==> src/rtl/cpra_pkg.sv <==
`timescale 1ns / 1ps

package cpra_pkg;

    localparam int NUM_PAGES     = 4096;
    localparam int MAP_WORD_BITS = 32;
    localparam int MAP_WORDS     = (NUM_PAGES + MAP_WORD_BITS - 1) / MAP_WORD_BITS;
    localparam int PAGE_W        = $clog2(NUM_PAGES);
    localparam int CNT_W         = PAGE_W + 1;
    localparam int BIT_W         = $clog2(MAP_WORD_BITS);
    localparam int WIDX_W        = $clog2(MAP_WORDS);
    localparam int POP_W         = BIT_W + 1;

    localparam logic KIND_RELEASE = 1'b0;
    localparam logic KIND_ALLOC   = 1'b1;

    typedef enum logic [2:0] {
        ST_OK    = 3'd0,
        ST_ZERO  = 3'd1,
        ST_FEW   = 3'd2,
        ST_NORUN = 3'd3,
        ST_RANGE = 3'd4
    } t_status;

    typedef enum logic [2:0] {
        S_IDLE,
        S_SCAN_RD,
        S_SCAN_EV,
        S_MARK_RD,
        S_MARK_WR,
        S_DONE
    } t_state;

    typedef enum logic [1:0] {
        OP_FIND_FREE,
        OP_FIND_USED,
        OP_SET,
        OP_CLEAR
    } t_wu_op;

    typedef struct packed {
        logic              kind;
        logic [PAGE_W-1:0] first_page;
        logic [CNT_W-1:0]  run_pages;
        logic [CNT_W-1:0]  limit_pages;
        logic [PAGE_W-1:0] align_mask_pages;
    } t_in_item;

    typedef struct packed {
        logic [2:0]        status;
        logic [PAGE_W-1:0] start_page;
        logic [CNT_W-1:0]  free_pages;
    } t_out_item;

    typedef struct packed {
        t_wu_op                   op;
        logic [MAP_WORD_BITS-1:0] word;
        logic [BIT_W-1:0]         lo;
        logic [BIT_W-1:0]         hi;
        logic                     word_ok;
        logic [BIT_W-1:0]         bit_mask;
    } t_wu_req;

    typedef struct packed {
        logic                     found;
        logic [BIT_W-1:0]         pos;
        logic [MAP_WORD_BITS-1:0] new_word;
        logic [POP_W-1:0]         add_cnt;
    } t_wu_rsp;

endpackage

==> src/rtl/cpra_word_unit.sv <==
`timescale 1ns / 1ps

module cpra_word_unit (
    input  cpra_pkg::t_wu_req i_req,
    output cpra_pkg::t_wu_rsp o_rsp
);
    import cpra_pkg::*;

    logic [MAP_WORD_BITS-1:0] lo_m;
    logic [MAP_WORD_BITS-1:0] hi_m;
    logic [MAP_WORD_BITS-1:0] rng;
    logic [MAP_WORD_BITS-1:0] aligned;
    logic [MAP_WORD_BITS-1:0] cands;
    logic [MAP_WORD_BITS-1:0] newly;
    logic [MAP_WORD_BITS-1:0] new_word;
    logic [POP_W-1:0]         pop;
    logic [BIT_W-1:0]         pos;

    always_comb begin
        lo_m = {MAP_WORD_BITS{1'b1}} << i_req.lo;
        hi_m = {MAP_WORD_BITS{1'b1}} >> (BIT_W'(MAP_WORD_BITS - 1) - i_req.hi);
        rng  = lo_m & hi_m;
        for (int b = 0; b < MAP_WORD_BITS; b++) begin
            aligned[b] = i_req.word_ok && ((BIT_W'(b) & i_req.bit_mask) == '0);
        end
    end

    always_comb begin
        new_word = i_req.word;
        cands    = '0;
        case (i_req.op)
            OP_FIND_FREE: cands = i_req.word & aligned & rng;
            OP_FIND_USED: cands = ~i_req.word & rng;
            OP_SET:       new_word = i_req.word | rng;
            OP_CLEAR:     new_word = i_req.word & ~rng;
            default:      cands = '0;
        endcase
    end

    // lowest set candidate bit
    always_comb begin
        pos = '0;
        for (int b = MAP_WORD_BITS - 1; b >= 0; b--) begin
            if (cands[b]) begin
                pos = BIT_W'(b);
            end
        end
    end

    // pages that turn free on a release
    always_comb begin
        newly = rng & ~i_req.word;
        pop   = '0;
        for (int b = 0; b < MAP_WORD_BITS; b++) begin
            pop = pop + POP_W'(newly[b]);
        end
    end

    always_comb begin
        o_rsp.found    = |cands;
        o_rsp.pos      = pos;
        o_rsp.new_word = new_word;
        o_rsp.add_cnt  = pop;
    end

endmodule

==> config.mk <==
export PLATFORM = sky130hd
export DESIGN_NAME = cpra_word_unit
export DESIGN_NICKNAME = d
export VERILOG_FILES = /design/src/rtl/cpra_pkg.sv /design/src/rtl/cpra_word_unit.sv
export SDC_FILE = /design/constraint.sdc
export NUM_CORES = 1
export LEC_CHECK = 0
export BUFFER_PORTS_ARGS = -buffer_cell sky130_fd_sc_hd__buf_2
export CORE_ASPECT_RATIO = 1.75
export CORE_MARGIN = 2
export CORE_UTILIZATION = 30
export DETAILED_ROUTE_END_ITERATION = 16
export GPL_ROUTABILITY_DRIVEN = 0
export PLACE_DENSITY = 0.56
export SYNTH_ARGS = -nofsm -noshare
export SYNTH_HDL_FRONTEND = slang
export SYNTH_SLANG_ARGS = --single-unit
==> constraint.sdc <==
create_clock -name vclk -period 8.5
set_input_delay 1.7 -clock vclk [all_inputs]
set_output_delay 1.7 -clock vclk [all_outputs]
set_load 0.005 [all_outputs]
Yosys cells after proc, flatten, opt, wreduce, memory -nomap -nowiden. Index checks and enable logic that the tools add are counted.

Add/sub/neg operators: 32. Equal/unequal tests: 3. Shift-type cells: 2. Muxes and demuxes: 34. Bitwise gates (word level): 8. Reductions and logical operators: 64.

Operators by type and width (count): $and 32x32->32 (5); $mux 5 (32); $add 6x1->6 (26); $logic_not 5->1 (31); $pmux 32 s2 (2); $not 32->32 (2); $or 32x32->32 (1); $reduce_or 32->1 (1); $shl 32x5->32 const A (1); $shr 32x5->32 const A (1); $logic_and 1x1->1 (31); $add 5x1->6 (1); $add 4x1->5 (1); $sub 5x5->5 const A (1); $add 3x1->4 (1); $eq 2x2->1 const B (2); $add 2x1->3 (1); $add 1x1->2 (1); $eq 2x1->1 const B (1); $logic_not 2->1 (1).

Register bits after elaboration: 0. Input port bits: 50. Output and inout port bits: 44. Word-level logic and storage cells: 143.

Depth between registers and ports, before layout. Gate-level depths: netlist of run 1.

Word-level depth: 37. Gate-level depth with buffers: 22. Gate-level depth less buffers: 20.

Worst setup path after synthesis of run 1. No wires, ideal clock.

Path type: input -> output. Start: input i_req[7] (netlist name). End: output o_rsp[4] (netlist name). Arrival time: 6.635 ns. Data required time: 6.800 ns. Setup slack: 0.165 ns. Stages on the path: 20. Buffers on the path: 1. Cell sequence: buf_2 or3_4 o221ai_1 nand2b_1 fa_1 fa_1 inv_1 fa_1 inv_1 fa_1 fa_1 fa_1 inv_1 ha_1 inv_1 fa_1 inv_1 a21o_1 a21oi_1 xnor2_1.

RTL lines: start, declared (line cpra_word_unit.sv:4) `input cpra_pkg::t_wu_req i_req,`; end, declared (line cpra_word_unit.sv:5) `output cpra_pkg::t_wu_rsp o_rsp`.

==> metrics, run 1 <==
total congestion overflow 0; Syn Nets 557; Synth area leaders fa_1 (15%), nor2_1 (6.7%), inv_1 (5.8%); largest net degree at the start of global routing 67; CP Capture Type primary output; synth warn 0; Post-Synthesis Cells 476; share of layout cells above drive strength 1 29.6%; Gate power share 100.0%; final hold vios 0; Die ar. 0.0114 mm²; CP Max Fanout 7; hpwl dp 11300 µm; setup ws final 0.0577 ns; min-delay worst type input pin to primary output; worst-case vdd ir drop 34.3 µV; endpoints failing setup 0; synth cell count leaders nor2_1 (56), inv_1 (49), nand2_1 (35), o21ai_0 (35), fa_1 (24); fin cells 698; FP Rows 49; share of power burned in the clock network 0%; Mapped Area 0.00316 mm²; met2 wire len 6890 µm; max-slew violation count 0; most frequent cell after synthesis nor2_1; IO buf count 94; clock buffers 0; initial antenna violation count 0; Initial DRT Pass Iterations 5; # IOs 94; status completed; RSZ-0062 raised after global routing true; starting density of the core 30.8%; # diodes 0; Worst setup SP type input pin; DIE HEIGHT 140 µm; post-synth top area share 15.2%; FMAX 118 MHz; post-synthesis average cell area 6.63 µm²; DRC violations left 0; GRT Resource Usage Total 23.5%; die width 81.5 µm; Routed WL 13500 µm; design area 0.00399 mm²; final period utilization 99.3%; filler instances 1092; Vias 4066; Register Area 0 µm²; DP Area 0.00383 mm²; Worst EP arrival 6.74 ns; Seq cells 0; Req. time, crit path 6.80 ns; Pint 0.129 mW; Final #Nets 654; Net Sw Frac 57.1%; Leak 1.81 nW; post-placement cell count 696; DRT met1 WL 4740 µm; Slew @ Worst Pin 1.04 ns; CTS Hold Bufs 0; max cap viols 0; Setup WS pre-CTS -0.0797 ns; top routing layer in use met4; count of cell types in the netlist 66; Crit Path Class input pin to primary output; area grow syn2layout 26.4%; Met3 Wirelength 907 µm; 1st-iter DRT viols 442; Slew headroom 30.6%; NetSw 0.171 mW; core outline area 0.0102 mm²; final hold slack 3.71 ns; DR WL/cell 19.3 µm; register area share after synthesis 0%; PwrDens 75.3 mW/mm²; area leader, netlist fa_1; area of the multi-input gates 0.00289 mm²; Seq pwr share 0%; fin crit period 8.44 ns; Via-to-Cell Ratio 5.83; vias in the first global route 3904; wire length of the first global-routing pass 20700 µm; antenna-violating nets left 0
-- repair_timing --
| item | in CTS | in global routing |
|---|---|---|
| buffers inserted | 1 | 1 |
| setup endpoints to repair | 1 | 4 |
| endpoints found under the hold margin | 0 | 0 |
| gates resized for setup | 4 | 39 |
| pin swaps | 1 | 19 |
-- critical path, cell delays in order --
cell and delay, ns:
buf_8 0.10, buf_4 0.15, a21o_4 0.23, o211a_1 0.25
and2_1 0.18, fa_1 0.46, fa_1 0.52, inv_1 0.05
fa_1 0.46, fa_1 0.58, fa_1 0.46, fa_2 0.58
inv_2 0.04, ha_4 0.15, inv_2 0.05, fa_2 0.20
inv_2 0.03, a21o_1 0.15, a21oi_2 0.13, xnor2_1 0.12
buf_2 0.12
-- final timing paths --
| path | cells after the start | endpoint | startpoint |
|---|---|---|---|
| worst max-delay path | 21 | o_rsp[4] | i_req[7] |
| worst min-delay path | 4 | o_rsp[17] | i_req[27] |
-- through the flow --
step	utilization (%)	setup TNS [ns]	power [mW]
6_report	39.0	0	0.300
3_3_place_gp	37.4	-0.0538	0.273
2_1_floorplan	-	0	0.170
3_5_place_dp	37.4	-0.0797	0.276
5_1_grt	39.0	-0.142	0.330
4_1_cts	37.7	0	0.280
-- placed cells by master, fill, tap and decap left out, types with 13 or more instances in the layout --
cell type and instances:
nor3_1 14, nor2b_1 17, nand3_1 16, nor2_1 52, buf_2 89, a31oi_1 14, nand2_1 35, buf_4 35
a21oi_1 13, o31ai_1 22, inv_1 45, o21ai_0 33, fa_1 21
-- power groups by stage --
stage / Clock (mW) / Sequential, mW / Combinational, mW
floorplan: 0 / 0 / 0.170
global placement: 0 / 0 / 0.273
detailed placement: 0 / 0 / 0.276
CTS: 0 / 0 / 0.280
global route: 0 / 0 / 0.330
finish: 0 / 0 / 0.300
-- layout make-up --
class / count / area share, %
well taps: 127 / 3.98
inverters: 49 / 4.61
multi-input cells: 394 / 72.5
repair buffers: 128 / 18.9
-- per-layer routing --
| metal | GRT usage (%) | vias up |
|---|---|---|
| met3 | 1.75 | 60 |
| met1 | 27.4 | 1902 |
| met2 | 42.0 | 210 |
| met5 | 0 | - |
| li1 | - | 1894 |
| met4 | 10.7 | 0 |
-- cells by family (layout without fill, tap and decap cells) --
group           count (synthesis)  after routing  synth area share, %
buf+inv                        82            177                 12.1
xor+xnor                        3              3                0.832
mux                             6              6                 1.90
compound gates                145            145                 31.1
fa+ha+maj                      31             31                 18.0
simple gates                  209            209                 36.0
(Power assumes the default switching activity.)
==> inputs of run 2 (changes only) <==
--- a/config.mk
+++ b/config.mk
@@ -5,13 +5,14 @@
 export SDC_FILE = /design/constraint.sdc
 export NUM_CORES = 1
 export LEC_CHECK = 0
-export BUFFER_PORTS_ARGS = -buffer_cell sky130_fd_sc_hd__buf_2
 export CORE_ASPECT_RATIO = 1.75
 export CORE_MARGIN = 2
 export CORE_UTILIZATION = 30
 export DETAILED_ROUTE_END_ITERATION = 16
+export DONT_BUFFER_PORTS = 1
 export GPL_ROUTABILITY_DRIVEN = 0
-export PLACE_DENSITY = 0.56
+export MAX_ROUTING_LAYER = met4
+export PLACE_DENSITY = 0.48
 export SYNTH_ARGS = -nofsm -noshare
 export SYNTH_HDL_FRONTEND = slang
 export SYNTH_SLANG_ARGS = --single-unit
==> metrics, run 2 (synthesis results as in run 1) <==
max-slew violation count 0 (unchanged); IO buf count 0 (-100%); Leak 1.32 nW (-27%); final hold vios 0 (unchanged); core outline area 0.0102 mm² (unchanged); CP dominant cell by count fa_1; commonest non-fill, non-tap cell in the layout nor2_1; GRT Resource Usage Total 24.6% (+1.2 points); area grow syn2layout 3.29%; CP max stage cell fa_1; Slew @ Worst Pin 0.712 ns (-0.327 ns); CP Max Fanout 13 (+6); fin cells 584 (-16%); DRC violations left 0 (unchanged); origin of the worst setup path i_req[8]; most frequent cells in the layout nor2_1 (56), inv_1 (49), nand2_1 (35), o21ai_0 (35); die width 81.5 µm (unchanged); starting density of the core 30.8% (unchanged); Slew headroom 52.1% (+21 points); # diodes 0 (unchanged); hold_sp i_req[48]; status completed; PwrDens 66.3 mW/mm² (-12%); DIE HEIGHT 140 µm (unchanged); FMAX 121 MHz (+2.2%); Seq cells 0 (unchanged); Setup TNS 0 ns (unchanged); Initial DRT Pass Iterations 5 (unchanged); worst-case vdd ir drop 59.0 µV (+72%); FP Rows 49 (unchanged); DR WL/cell 23.6 µm (+22%); post-placement cell count 583 (-16%); final core occ 31.8% (-7.1 points); final hold slack 3.47 ns (-0.242 ns); wire length of the first global-routing pass 20700 µm (unchanged); endpoints failing setup 0 (unchanged); initial antenna violation count 0 (unchanged); min-delay worst type input pin to primary output; hold depth 1 (-3); Routed WL 13800 µm (+2.3%); Final #Nets 540 (-17%); largest net degree at the start of global routing 67 (unchanged); Die ar. 0.0114 mm² (unchanged); final period utilization 97.2% (-2.1 points); Worst setup SP type input pin; 1st-iter DRT viols 355 (-20%); Register Area 0 µm² (unchanged); antenna-violating nets left 0 (unchanged); Vias 3614 (-11%); Setup crit end o_rsp[4]; CP Cell Sequence or3_4 > o21ai_1 > nor2_1 > fa_1 > fa_1 > inv_1 > fa_1 > fa_1 > fa_1 > fa_1 > inv_1 > ha_1 > inv_1 > fa_2 > inv_1 > a21o_1 > a21oi_1 > xnor2_1; clock buffers 0 (unchanged); Worst EP arrival 6.56 ns (-0.18 ns); fin crit period 8.26 ns (-0.179 ns); CP Capture Type primary output; hpwl dp 11600 µm (+2.8%); share of layout cells above drive strength 1 8.10% (-22 points); # IOs 94 (unchanged); Crit Path Class input pin to primary output; vias in the first global route 3549 (-9.1%); Slowest Stage Delay on Critical Path 0.58 ns (about the same); Via-to-Cell Ratio 6.19 (+6.2%); Total Power 0.216 mW (-28%); total congestion overflow 0 (unchanged); max cap viols 0 (unchanged); Req. time, crit path 6.80 ns (about the same); RSZ-0062 raised after global routing false
==> run 2: worst min path at each step <==
| stage | slack [ns] | end |
|---|---|---|
| floorplan | 3.50 | o_rsp[14] |
| global placement | 3.47 | o_rsp[36] |
| detailed placement | 3.47 | o_rsp[36] |
| CTS | 3.47 | o_rsp[36] |
| global route | 3.47 | o_rsp[19] |
| finish | 3.47 | o_rsp[36] |
==> run 2: area by class of cell <==
cell class | count | area, µm²
Inverter | 49 | 184
Fill cell | 1154 | 6980
Timing Repair Buffer | 14 | 105
Multi-Input combinational cell | 394 | 2810
Tap cell | 127 | 159
==> run 2: report_power, final <==
| part | internal [mW] | switching, mW | total (mW) |
|---|---|---|---|
| Combinational | 0.0884 | 0.128 | 0.216 |
| Sequential | 0 | 0 | 0 |
| Clock | 0 | 0 | 0 |
==> run 2: timing repair <==
action,in CTS,in global routing
pin swaps,0,7
endpoints found under the setup margin,1,1
hold endpoints to repair,0,0
hold buffers,0,0
setup buffers,0,1
resized for setup,1,7
==> run 2: layer usage <==
| metal | vias up | track usage (%) | routed length [µm] |
|---|---|---|---|
| met3 | 43 | 3.44 | 1030 |
| met1 | 1712 | 26.7 | 4670 |
| li1 | 1672 | - | - |
| met5 | - | - | 0 |
| met4 | 0 | 10.6 | 866 |
| met2 | 187 | 43.3 | 7240 |
==> run 2: worst max-delay path: cells and delay by family <==
family | cells | cell delay [ns]
buffers and inverters | 4 | 0.21
AND/OR/NAND/NOR | 2 | 0.51
AO/OA/AOI/OAI | 3 | 0.57
adder cells (fa/ha/maj) | 8 | 3.41
XOR/XNOR | 1 | 0.16
==> run 2: metrics by stage <==
| step | instance area [µm²] | worst slack (ns) |
|---|---|---|
| global placement | 3210 | 0.00653 |
| CTS | 3220 | 0.103 |
| detailed placement | 3210 | 0.000993 |
| finish | 3260 | 0.237 |
| global route | 3260 | 0.0327 |
| floorplan | 3160 | 0.165 |
